## src/design/iplc_pkg.sv

```systemverilog
`default_nettype none

package iplc_pkg;

  // blend mode codes
  localparam logic [2:0] MODE_NORMAL     = 3'd0;
  localparam logic [2:0] MODE_BEHIND     = 3'd1;
  localparam logic [2:0] MODE_REPLACE    = 3'd2;
  localparam logic [2:0] MODE_ERASE      = 3'd3;
  localparam logic [2:0] MODE_ANTI_ERASE = 3'd4;

  // register indexes (word address)
  localparam logic [2:0] REG_BLEND_MODE      = 3'd0;
  localparam logic [2:0] REG_LAYER_OPACITY   = 3'd1;
  localparam logic [2:0] REG_AFFECT_INDEX    = 3'd2;
  localparam logic [2:0] REG_ALPHA_WR_EN     = 3'd3;
  localparam logic [2:0] REG_BASE_HAS_ALPHA  = 3'd4;
  localparam logic [2:0] REG_LAYER_HAS_ALPHA = 3'd5;
  localparam logic [2:0] REG_MASK_PRESENT    = 3'd6;

  localparam int ADDR_W = 5;
  localparam int DATA_W = 32;

  // rounding constants of the 8-bit products
  localparam logic [24:0] MUL3_ROUND = 25'h0007F5B;
  localparam logic [16:0] MUL2_ROUND = 17'h00080;
  localparam logic [7:0]  COV_THRESH = 8'd127;

  // configuration seen by the datapath
  typedef struct packed {
    logic [2:0] blend_mode;
    logic [7:0] layer_opacity;
    logic       affect_index;
    logic       alpha_wr_en;
    logic       base_has_alpha;
    logic       layer_has_alpha;
    logic       mask_present;
  } cfg_t;

  // per-item control decoded at entry
  typedef struct packed {
    logic is3;        // three-operand product
    logic nz_test;    // coverage test is nonzero instead of > 127
    logic gate;       // extra condition on the write
    logic idx_en;     // index channel may take the layer index
    logic alpha_en;   // alpha channel may take the new alpha
    logic kill_alpha; // base has no alpha: alpha forced to zero
    logic last;
  } ctl_t;

  // pixel data carried alongside the product
  typedef struct packed {
    logic [7:0] bi;
    logic [7:0] ba;
    logic [7:0] li;
    logic [7:0] aval;
  } pix_t;

endpackage

`default_nettype wire

```

## src/design/indexed_pixel_layer_compositor_core.sv

```systemverilog
// pipeline: three register stages between input accept and output
// throughput: one item per cycle while the output is not stalled; the 8x8 and 16x8 products each take a stage
// a stall reaches the input in the same cycle only when every stage holds an item
// reset (rst, synchronous): pipeline empty, registers at their defaults
// (normal mode, opacity 255, both affect bits set, both alphas present, no mask)
`default_nettype none

module indexed_pixel_layer_compositor_core
  import iplc_pkg::*;
(
  input  wire logic              clk,
  input  wire logic              rst,
  // configuration port
  input  wire logic              psel,
  input  wire logic              penable,
  input  wire logic              pwrite,
  input  wire logic [ADDR_W-1:0] paddr,
  input  wire logic [DATA_W-1:0] pwdata,
  output logic      [DATA_W-1:0] prdata,
  output logic                   pready,
  // input channel
  input  wire logic              in_valid,
  output logic                   in_ready,
  input  wire logic [7:0]        base_index,
  input  wire logic [7:0]        base_alpha,
  input  wire logic [7:0]        layer_index,
  input  wire logic [7:0]        layer_alpha,
  input  wire logic [7:0]        mask_value,
  input  wire logic              row_last,
  // output channel
  output logic                   out_valid,
  input  wire logic              out_ready,
  output logic [7:0]             out_index,
  output logic [7:0]             out_alpha,
  output logic                   out_row_last
);

  cfg_t cfg;

  iplc_regs u_regs (
    .clk     (clk),
    .rst     (rst),
    .psel    (psel),
    .penable (penable),
    .pwrite  (pwrite),
    .paddr   (paddr),
    .pwdata  (pwdata),
    .prdata  (prdata),
    .pready  (pready),
    .cfg     (cfg)
  );

  // stage registers
  logic        v1, v2, v3;
  logic        en1, en2, en3;
  ctl_t        ctl1, ctl2;
  pix_t        pix1, pix2;
  logic [15:0] p1;
  logic [23:0] q2;

  // stage enables: a stage loads when empty or when it moves on
  assign en3      = !v3 || out_ready;
  assign en2      = !v2 || en3;
  assign en1      = !v1 || en2;
  assign in_ready = en1;

  // entry decode: operand selection and per-item control
  logic [7:0] m_eff, lal, mx, my;
  logic       bal_hi;
  ctl_t       ctl0;
  pix_t       pix0;

  always_comb begin
    m_eff  = cfg.mask_present ? mask_value : 8'hFF;
    lal    = cfg.layer_has_alpha ? layer_alpha : 8'hFF;
    bal_hi = cfg.base_has_alpha ? base_alpha[7] : 1'b1;

    mx             = lal;
    my             = m_eff;
    ctl0.is3       = 1'b1;
    ctl0.nz_test   = 1'b0;
    ctl0.gate      = 1'b1;
    ctl0.idx_en    = cfg.affect_index;
    ctl0.alpha_en  = cfg.alpha_wr_en;
    ctl0.kill_alpha = !cfg.base_has_alpha;
    ctl0.last      = row_last;
    pix0.bi        = base_index;
    pix0.ba        = base_alpha;
    pix0.li        = layer_index;
    pix0.aval      = 8'hFF;

    unique case (cfg.blend_mode)
      MODE_BEHIND: begin
        ctl0.gate = bal_hi;
        pix0.aval = lal;
      end
      MODE_REPLACE: begin
        mx            = m_eff;
        my            = cfg.layer_opacity;
        ctl0.is3      = 1'b0;
        ctl0.nz_test  = 1'b1;
        ctl0.alpha_en = cfg.layer_has_alpha && cfg.alpha_wr_en;
        pix0.aval     = layer_alpha;
      end
      MODE_ERASE: begin
        ctl0.idx_en   = 1'b0;
        ctl0.alpha_en = 1'b1;
        pix0.aval     = 8'h00;
      end
      MODE_ANTI_ERASE: begin
        ctl0.idx_en   = 1'b0;
        ctl0.alpha_en = 1'b1;
        pix0.aval     = 8'hFF;
      end
      default: begin
        // normal mode, also for the undefined codes
        if (!cfg.layer_has_alpha) begin
          mx       = m_eff;
          my       = cfg.layer_opacity;
          ctl0.is3 = 1'b0;
        end else if (!cfg.mask_present) begin
          mx       = layer_alpha;
          my       = cfg.layer_opacity;
          ctl0.is3 = 1'b0;
        end
      end
    endcase
  end

  // stage 1: first 8x8 product
  always_ff @(posedge clk) begin
    if (rst) begin
      v1 <= 1'b0;
    end else if (en1) begin
      v1 <= in_valid;
    end
  end

  always_ff @(posedge clk) begin
    if (en1) begin
      p1   <= mx * my;
      ctl1 <= ctl0;
      pix1 <= pix0;
    end
  end

  // stage 2: product by opacity for the three-operand form
  always_ff @(posedge clk) begin
    if (rst) begin
      v2 <= 1'b0;
    end else if (en2) begin
      v2 <= v1;
    end
  end

  always_ff @(posedge clk) begin
    if (en2) begin
      if (ctl1.is3) begin
        q2 <= p1 * cfg.layer_opacity;
      end else begin
        q2 <= {8'd0, p1};
      end
      ctl2 <= ctl1;
      pix2 <= pix1;
    end
  end

  // stage 3: rounding, threshold and channel selection
  logic [24:0] t3;
  logic [25:0] s3;
  logic [16:0] t2;
  logic [17:0] s2;
  logic [7:0]  cov;
  logic        hit, on;

  always_comb begin
    t3  = {1'b0, q2} + MUL3_ROUND;
    s3  = {1'b0, t3} + {8'd0, t3[24:7]};
    t2  = {1'b0, q2[15:0]} + MUL2_ROUND;
    s2  = {1'b0, t2} + {9'd0, t2[16:8]};
    cov = ctl2.is3 ? s3[23:16] : s2[15:8];
    hit = ctl2.nz_test ? (cov != 8'd0) : (cov > COV_THRESH);
    on  = hit && ctl2.gate;
  end

  always_ff @(posedge clk) begin
    if (rst) begin
      v3 <= 1'b0;
    end else if (en3) begin
      v3 <= v2;
    end
  end

  always_ff @(posedge clk) begin
    if (en3) begin
      out_index    <= (on && ctl2.idx_en) ? pix2.li : pix2.bi;
      if (ctl2.kill_alpha) begin
        out_alpha <= 8'h00;
      end else begin
        out_alpha <= (on && ctl2.alpha_en) ? pix2.aval : pix2.ba;
      end
      out_row_last <= ctl2.last;
    end
  end

  assign out_valid = v3;

`ifndef SYNTHESIS
  // an empty first stage never refuses an item
  a_ready_when_empty: assert property (@(posedge clk) disable iff (rst)
    !v1 |-> in_ready)
    else $error("input refused while first stage empty");

  // an accepted item occupies the first stage next cycle
  a_accept_fills: assert property (@(posedge clk) disable iff (rst)
    (in_valid && in_ready) |=> v1)
    else $error("accepted item lost at first stage");

  // with no back pressure an accepted item reaches the output
  a_latency: assert property (@(posedge clk) disable iff (rst)
    (in_valid && in_ready && out_ready) ##1 out_ready ##1 out_ready |=> out_valid)
    else $error("item did not reach output in three cycles");
`endif

endmodule

`default_nettype wire

```

## src/design/iplc_regs.sv

```systemverilog
`default_nettype none

module iplc_regs
  import iplc_pkg::*;
(
  input  wire logic              clk,
  input  wire logic              rst,
  input  wire logic              psel,
  input  wire logic              penable,
  input  wire logic              pwrite,
  input  wire logic [ADDR_W-1:0] paddr,
  input  wire logic [DATA_W-1:0] pwdata,
  output logic      [DATA_W-1:0] prdata,
  output logic                   pready,
  output cfg_t                   cfg
);

  logic [2:0] widx;
  logic       wr;

  assign pready = 1'b1;
  assign widx   = paddr[ADDR_W-1:2];
  assign wr     = psel && penable && pwrite && pready;

  // register writes
  always_ff @(posedge clk) begin
    if (rst) begin
      cfg.blend_mode      <= MODE_NORMAL;
      cfg.layer_opacity   <= 8'hFF;
      cfg.affect_index    <= 1'b1;
      cfg.alpha_wr_en     <= 1'b1;
      cfg.base_has_alpha  <= 1'b1;
      cfg.layer_has_alpha <= 1'b1;
      cfg.mask_present    <= 1'b0;
    end else if (wr) begin
      unique case (widx)
        REG_BLEND_MODE:      cfg.blend_mode      <= pwdata[2:0];
        REG_LAYER_OPACITY:   cfg.layer_opacity   <= pwdata[7:0];
        REG_AFFECT_INDEX:    cfg.affect_index    <= pwdata[0];
        REG_ALPHA_WR_EN:     cfg.alpha_wr_en     <= pwdata[0];
        REG_BASE_HAS_ALPHA:  cfg.base_has_alpha  <= pwdata[0];
        REG_LAYER_HAS_ALPHA: cfg.layer_has_alpha <= pwdata[0];
        REG_MASK_PRESENT:    cfg.mask_present    <= pwdata[0];
        default: ;
      endcase
    end
  end

  // register reads
  always_comb begin
    prdata = '0;
    unique case (widx)
      REG_BLEND_MODE:      prdata = {29'd0, cfg.blend_mode};
      REG_LAYER_OPACITY:   prdata = {24'd0, cfg.layer_opacity};
      REG_AFFECT_INDEX:    prdata = {31'd0, cfg.affect_index};
      REG_ALPHA_WR_EN:     prdata = {31'd0, cfg.alpha_wr_en};
      REG_BASE_HAS_ALPHA:  prdata = {31'd0, cfg.base_has_alpha};
      REG_LAYER_HAS_ALPHA: prdata = {31'd0, cfg.layer_has_alpha};
      REG_MASK_PRESENT:    prdata = {31'd0, cfg.mask_present};
      default:             prdata = '0;
    endcase
  end

endmodule

`default_nettype wire

```

## config.mk

```make
export PLATFORM = sky130hd
export DESIGN_NAME = indexed_pixel_layer_compositor_core
export DESIGN_NICKNAME = d
export VERILOG_FILES = /design/src/design/iplc_pkg.sv /design/src/design/indexed_pixel_layer_compositor_core.sv /design/src/design/iplc_regs.sv
export SDC_FILE = /design/constraint.sdc
export NUM_CORES = 1
export LEC_CHECK = 0
export BUFFER_PORTS_ARGS = -buffer_cell sky130_fd_sc_hd__buf_2
export CAP_MARGIN = 5
export CORE_MARGIN = 2
export CORE_UTILIZATION = 50
export DETAILED_ROUTE_END_ITERATION = 12
export PLACE_DENSITY = 0.73
export REMOVE_ABC_BUFFERS = 1
export SLEW_MARGIN = 20
export SYNTH_ARGS = -nofsm -noshare
export SYNTH_HDL_FRONTEND = slang
export SYNTH_SLANG_ARGS = --single-unit
```

## constraint.sdc

```tcl
create_clock -name clk -period 6 [get_ports clk]
set_input_delay 0.3 -clock clk [delete_from_list [all_inputs] [get_ports clk]]
set_output_delay 0.3 -clock clk [all_outputs]
set_load 0.005 [all_outputs]
```

==> impl_results.md, run 1 <==
- GRT Util Overall: 21.3%
- WL final: between 30 and 40 mm
- CORE AREA: 0.0270 sq mm
- Reg clk slew, reported paths: 0.07 ns
- Critical path arrival: 5.99 ns
- Area growth syn-to-layout: 11.8%
- WP data required: 6.17 ns
- Vias in the first global route: 9974
- Pre-antenna DRT Iters: 6
- Fmax achieved: 0.172 GHz
- Startpoint Class: flop
- Min-delay src: base_alpha[2]
- Antenna cells: 0
- Final hold vios: 0
- Compound-Gate Fraction of Synth Area: a little under a tenth
- Die X: 170 microns
- Top-area cell type share of the netlist area: approximately 29%
- Core Util, Final: between 50% and 60%
- Most used cell, CP: fa_1
- CTS root buf: clkbuf_16
- Min Clock Period, post-route: 5.82 ns
- Filler cell count in the final layout: 2246
- GRT Residual Overflow: 0
- Hold Crit Class: in2reg
- H-tree Lvls: 4
- Skew final: 0.0119 ns
- # IOs: 137
- # clock sinks: 154
- ANT nets after route: 0
- Yosys reg bits: 154
- Final Max Tran Viols: 0
- Setup CP Type: reg2reg
- Post-Syn Instances: between 1k and 1.5k
- Syn. warnings: 0
- CP max stage delay: roughly 0.54 ns
- Wire length per cell: between 15 and 20 microns
- Post-synth EDFFs: 135
- Area leader, netlist: edfxtp_1
- Netlist Area Pre-Place: 0.0138 sq mm
- CP bufs+invs: 4
- Metal-1 WL: 13.8 mm
- Vert. Die Dim: between 150 and 200 microns
- Rows: 60
- Simple-gate share of the synthesized area: 16.9%
- Register area: 0.00444 sq mm
- Slew HR: approximately 45%
- Clk_lat worst skew: 0.43 ns
- Final HPWL DP: 23.7 mm
- Multi-input combinational cell area: ~0.0085 sq mm
- Routed vias: 9991
- Hold slack: 0.0418 ns
- Met3 WL post-DR: between 1 and 1.5 mm
- Wire length on met2: 14.6 mm
- Crit share post-route: a little over nine tenths
- Initial antenna violation count: 0
- RePlAce Congestion: 0.897
- Synth cell types: 80
- Worst slew pin tran: 0.825 ns
- Predominant post-synthesis flop cell: edfxtp_1
- Flop-to-flop setup slack: 0.18 ns
- Detailed Route Iter0 Violations: 745
- NumNets Final: around 1.8k
- Synth area leaders: edfxtp_1, fa_1, ha_1
- Worst-path maximum fanout: 8
- Status: finished, final reports clean
- Max-cap violations: 0
- Global-route wire length before repair: 49.5 mm
- Seq/Total Area, Yosys: 32.1%
- CTS tree: built
- R2R Path Start: u_regs.cfg[15]
- Final setup fails: 0
- Post-synthesis average cell area: 10.0 sq um
- Hold_buf cts: 0
- Num CTS Buffers: 17
- Design area: approximately 0.015 sq mm
- Largest net degree at the start of global routing: 43
- Port bufs: 85
- Worst-case clock buffer depth: 2
- Crit path capture type: flop
- Top layer used by detailed routing: met4
- Drt drc: 0
- Synth Area in Adders: 26.9%
- Worst reg2reg path endpoint: p1[15]
- Layout cells sized above 1: 15.3%
- Starting density of the core: 51.2%
- Fraction of registers with async set/reset: 0%
- Worst Hold Depth: 1
- Vias per cell: roughly 5.4
- Die footprint: 0.0290 sq mm
- Placed cell area: roughly 0.015 sq mm
- Post-synthesis mux area share: 3.29%
- Endpoint, Worst Hold: pix1[18]
- Cell family with most CP delay: adder cells
- FF-to-FF path depth: 26
- XOR/XNOR Fraction of Synth Area: 4.15%
- Slowest CP cell: fa_1
- Combinational family with the most area after synthesis: adder cells
==> cell usage after synthesis (3+ instances only) <==
library cell  count
o21ai_1           6
nand2_1         113
buf_1             7
nand4_1           5
nor2b_1          28
mux2_4            8
o41ai_1           3
a21oi_1          33
and2_1           73
xor2_1           18
a21o_1           22
mux2i_1          20
a31oi_1           5
o22ai_1           3
o21a_1            5
buf_2             3
mux2_2           10
ha_1            105
buf_4            25
o31ai_1           3
a21boi_0          7
edfxtp_1        135
nand3_1          24
or2_2            12
dfxtp_1          19
xnor2_1          42
nor3_1           13
a211oi_1         13
inv_1           171
o2bb2ai_1         3
nor2_1          117
and4_1            3
o21ai_0          46
fa_1            120
o211ai_1          3
and3_1            9
nand2b_1         43
clkbuf_1         36
a211o_1          12
nand4b_1          6
==> cells by family (layout without fill, tap and decap cells) <==
group                    count (synthesis)  in the layout
AO/OA/AOI/OAI                          186            186
XOR/XNOR                                63             63
adder cells (fa/ha/maj)                225            225
buffers and inverters                  245            343
flip-flops                             154            154
multiplexers                            39             39
other                                    2             25
AND/OR/NAND/NOR                        463            463
==> cells in the final DEF (no fill, tap or decap), types with 20 or more instances in the layout <==
cell | Yosys | routed
nor2b_1 | 28 | 28
a21oi_1 | 33 | 30
ha_1 | 105 | 105
fa_1 | 120 | 120
o21ai_0 | 46 | 40
inv_1 | 171 | 170
buf_2 | 3 | 85
nor2_1 | 117 | 117
xnor2_1 | 42 | 42
nand3_1 | 24 | 24
nand2b_1 | 43 | 43
buf_4 | 25 | 53
nand2_1 | 113 | 112
a21o_1 | 22 | 22
conb_1 | 2 | 25
edfxtp_1 | 135 | 135
mux2i_1 | 20 | 20
and2_1 | 73 | 72
==> sequential cells by signal, summed over array words and instances, names as in the netlist <==
name and count:
pix1 32, pix2 32, q2 24, p1 16
u_regs.cfg 16, out_alpha 8, out_index 8, ctl1 7
ctl2 7, out_row_last 1, out_valid 1, v1 1
v2 1
==> worst max-delay path by stage <==
stage | start | end | cells past startpoint
floorplan | u_regs.cfg[15] | p1[15] | 26
global placement | u_regs.cfg[15] | p1[15] | 27
detailed placement | u_regs.cfg[15] | p1[15] | 27
CTS | u_regs.cfg[15] | p1[15] | 29
global route | u_regs.cfg[15] | p1[15] | 26
finish | u_regs.cfg[15] | p1[15] | 26
==> stage by stage <==
stage               cells  setup slack [ns]  TNS, ns
floorplan            1328            -0.341   -0.469
global placement     1804            0.0189        0
detailed placement   1804            -0.155   -0.155
CTS                  1836            0.0384        0
global route         1839           -0.0150  -0.0231
finish               1839             0.181        0
==> repair_timing <==
action	CTS	global route
resized for setup	5	18
endpoints found under the setup margin	1	5
buffers inserted	0	3
pin swaps	0	5
==> metal layers <==
metal | global-route usage, % | vias up
li1 | - | 4775
met5 | 0 | -
met3 | 2.79 | 55
met2 | 34.8 | 254
met4 | 5.69 | 0
met1 | 30.1 | 4907
==> final cells by class <==
type,instances,area share [%]
clock buffer,17,2.75
clock inverter,15,1.25
inverter,173,4.22
multi-input combinational,1001,55.0
sequential,154,28.7
tap,341,2.76
timing repair buffer,138,5.32
Power of run 1 is left out: the tool's default activity adds up to more than one toggle a clock period on the data nets, which glitch-free logic cannot reach.
==> inputs of run 2 (changes only) <==
--- a/config.mk
+++ b/config.mk
@@ -10,7 +10,7 @@
 export CORE_MARGIN = 2
 export CORE_UTILIZATION = 50
 export DETAILED_ROUTE_END_ITERATION = 12
-export PLACE_DENSITY = 0.73
+export PLACE_DENSITY = 0.7
 export REMOVE_ABC_BUFFERS = 1
 export SLEW_MARGIN = 20
 export SYNTH_ARGS = -nofsm -noshare
==> constraint.sdc (replaced) <==
create_clock -name clk -period 5.43 [get_ports clk]
set_input_delay 0.2715 -clock clk [delete_from_list [all_inputs] [get_ports clk]]
set_output_delay 0.2715 -clock clk [all_outputs]
set_load 0.005 [all_outputs]
==> run 2 against run 1 <==
Net effect:
- the flow now finishes with violations (negative setup slack)
- critical path depth grew 1
- sequential share of layout area is 1.6 points lower
- global-route usage up 0.54 points
- register-to-register slack lost 0.20 ns
- core utilization up 3.6 points
- via count increased by 4.0%
- clock-buffer cell count unchanged
- final cell count rose by 4.0%
==> impl_results.md, run 2 (synthesis gave the netlist of run 1 again) <==
- Largest registers: pix1 (32), pix2 (32), q2 (24) (unchanged)
- Detailed Route Iter0 Violations: 647 (was 745)
- Skew final: 0.0160 ns (was 0.0119 ns)
- Setup CP Type: reg2reg (unchanged)
- Min-delay src: layer_index[6] (was base_alpha[2])
- CORE AREA: 0.0270 sq mm (unchanged)
- CTS tree: built (unchanged)
- Final HPWL DP: 24.4 mm (was 23.7 mm)
- WL final: 31.8 mm (was 30.2 mm)
- Multi-input combinational cell area: 0.00882 sq mm (was 0.00850 sq mm)
- Layout cells sized above 1: 22.8% (was 15.3%)
- Failing checks: negative setup slack
- ANT nets after route: 0 (unchanged)
- Rows: 60 (unchanged)
- Pre-antenna DRT Iters: 7 (was 6)
- R2R Path Start: u_regs.cfg[15] (unchanged)
- Die footprint: 0.0290 sq mm (unchanged)
- FF-to-FF path depth: 27 (was 26)
- H-tree Lvls: 4 (unchanged)
- Worst-case clock buffer depth: 2 (unchanged)
- Vias in the first global route: 10.4k (was 9974)
- Fmax achieved: 0.184 GHz (was 0.172 GHz)
- Drt drc: 0 (unchanged)
- Routed vias: 10.4k (was 9991)
- Critical path arrival: 5.63 ns (was 5.99 ns)
- Worst-path maximum fanout: 8 (unchanged)
- Num CTS Buffers: 17 (unchanged)
- Final Max Tran Viols: 0 (unchanged)
- Crit path capture type: flop (unchanged)
- Filler cell count in the final layout: 2164 (was 2246)
- Register area: 0.00444 sq mm (about the same)
- Flop-to-flop setup slack: -0.02 ns (was 0.18 ns)
- Clk_lat worst skew: 0.43 ns (about the same)
- # clock sinks: 154 (unchanged)
- Worst reg2reg path endpoint: p1[15] (unchanged)
- Hold Crit Class: in2reg (unchanged)
- Worst Hold Depth: 1 (unchanged)
- GRT Util Overall: 21.9% (was 21.3%)
- Starting density of the core: 51.2% (unchanged)
- Status: finished, violations left (was finished, final reports clean)
- Startpoint Class: flop (unchanged)
- Area growth syn-to-layout: 18.8% (was 11.8%)
- Antenna cells: 0 (unchanged)
- GRT Residual Overflow: 0 (unchanged)
- Die X: 170 microns (unchanged)
- NumNets Final: 1868 (was 1795)
- Most common cell after layout, fill and taps aside: inv_1 (unchanged)
- WP data required: 5.61 ns (was 6.17 ns)
- Final WS setup: -0.0188 ns (was 0.181 ns)
- Crit share post-route: 100% (was 97.0%)
- Final setup fails: 1 (was 0)
- Final hold vios: 0 (unchanged)
- Max-cap violations: 0 (unchanged)
- Min Clock Period, post-route: 5.45 ns (was 5.82 ns)
- RePlAce Congestion: 0.900 (was 0.897)
- CTS root buf: clkbuf_16 (unchanged)
- # IOs: 137 (unchanged)
- Most frequent cells in the layout: inv_1, edfxtp_1, fa_1, nand2_1, nor2_1 (was inv_1, edfxtp_1, fa_1, nor2_1, nand2_1)
- RSZ-0062 raised after global routing: yes
- Slew HR: 46.6% (was 44.9%)
- Largest net degree at the start of global routing: 43 (unchanged)
- Vias per cell: 5.43 (about the same)
- Vert. Die Dim: 170 microns (unchanged)
- Worst slew pin tran: 0.800 ns (was 0.825 ns)
- Global-route wire length before repair: 50.6 mm (was 49.5 mm)
- Reg clk slew, reported paths: 0.08 ns (was 0.07 ns)
- Endpoint, Worst Hold: pix1[14] (was pix1[18])
- Initial antenna violation count: 0 (unchanged)
- Hold slack: 0.0153 ns (was 0.0418 ns)
- Wire length per cell: 16.6 microns (was 16.4 microns)
- Port bufs: 85 (unchanged)
-- run 2: worst max path at each step --
stage	from	endpoint
after CTS	u_regs.cfg[15]	p1[15]
after detailed placement	u_regs.cfg[15]	p1[15]
final	u_regs.cfg[15]	p1[15]
after global placement	u_regs.cfg[15]	p1[15]
after floorplan	u_regs.cfg[15]	p1[15]
after global routing	u_regs.cfg[15]	p1[15]
-- run 2: area by class of cell --
cell class	instances	area share (%)
multi-input cells	1001	53.7
flip-flops and latches	154	27.1
repair buffers	211	8.85
inverters	173	4.00
well taps	341	2.60
clock buffers	17	2.59
clock inverters	15	1.21
-- run 2: critical path, cell delays in order, from the launching register on --
cell and delay [ns]:
dfxtp_2 0.35, nor2b_4 0.18, a21oi_2 0.04, nor2_1 0.14, a311oi_2 0.05, buf_4 0.19, and2_4 0.17, a211oi_4 0.26
nor2_2 0.08, fa_1 0.55, inv_2 0.05, fa_1 0.58, inv_2 0.05, fa_1 0.50, inv_2 0.04, fa_1 0.49
inv_2 0.05, ha_4 0.22, a21boi_4 0.14, o21ai_2 0.17, a21boi_2 0.10, o21ai_2 0.15, a21boi_2 0.08, o21ai_1 0.12
nand2b_1 0.08, a21o_1 0.17, a21oi_2 0.13, xnor2_1 0.08
-- run 2: timing repair --
action / CTS / global route
hold buffers: 7 / 1
hold endpoints to repair: 7 / 1
setup buffers: 12 / 16
pin swaps: 30 / 42
gates cloned: 0 / 0
resized for setup: 47 / 76
setup endpoints to repair: 6 / 13
-- run 2: routing by layer --
| layer | track usage (%) | part of all wire [%] |
|---|---|---|
| met2 | 37.0 | 49 |
| met1 | 29.7 | 44 |
| met3 | 3.00 | 4.9 |
| met5 | 0 | 0 |
| met4 | 5.72 | 1.7 |
-- run 2: metrics by stage --
stage / util [%] / std cells / setup TNS [ns] / setup WS, ns / instance area, sq um
final: 60.8 / 1912 / -0.0188 / -0.0188 / 16400
after global routing: 60.8 / 1912 / -0.675 / -0.247 / 16400
after CTS: 59.1 / 1896 / -0.154 / -0.137 / 16000
after detailed placement: 55.8 / 1845 / -1.63 / -0.599 / 15100
after global placement: 55.8 / 1845 / -0.843 / -0.399 / 15100
after floorplan: - / 1328 / -3.12 / -0.911 / 13500
Power of run 2 is left out for the same reason.
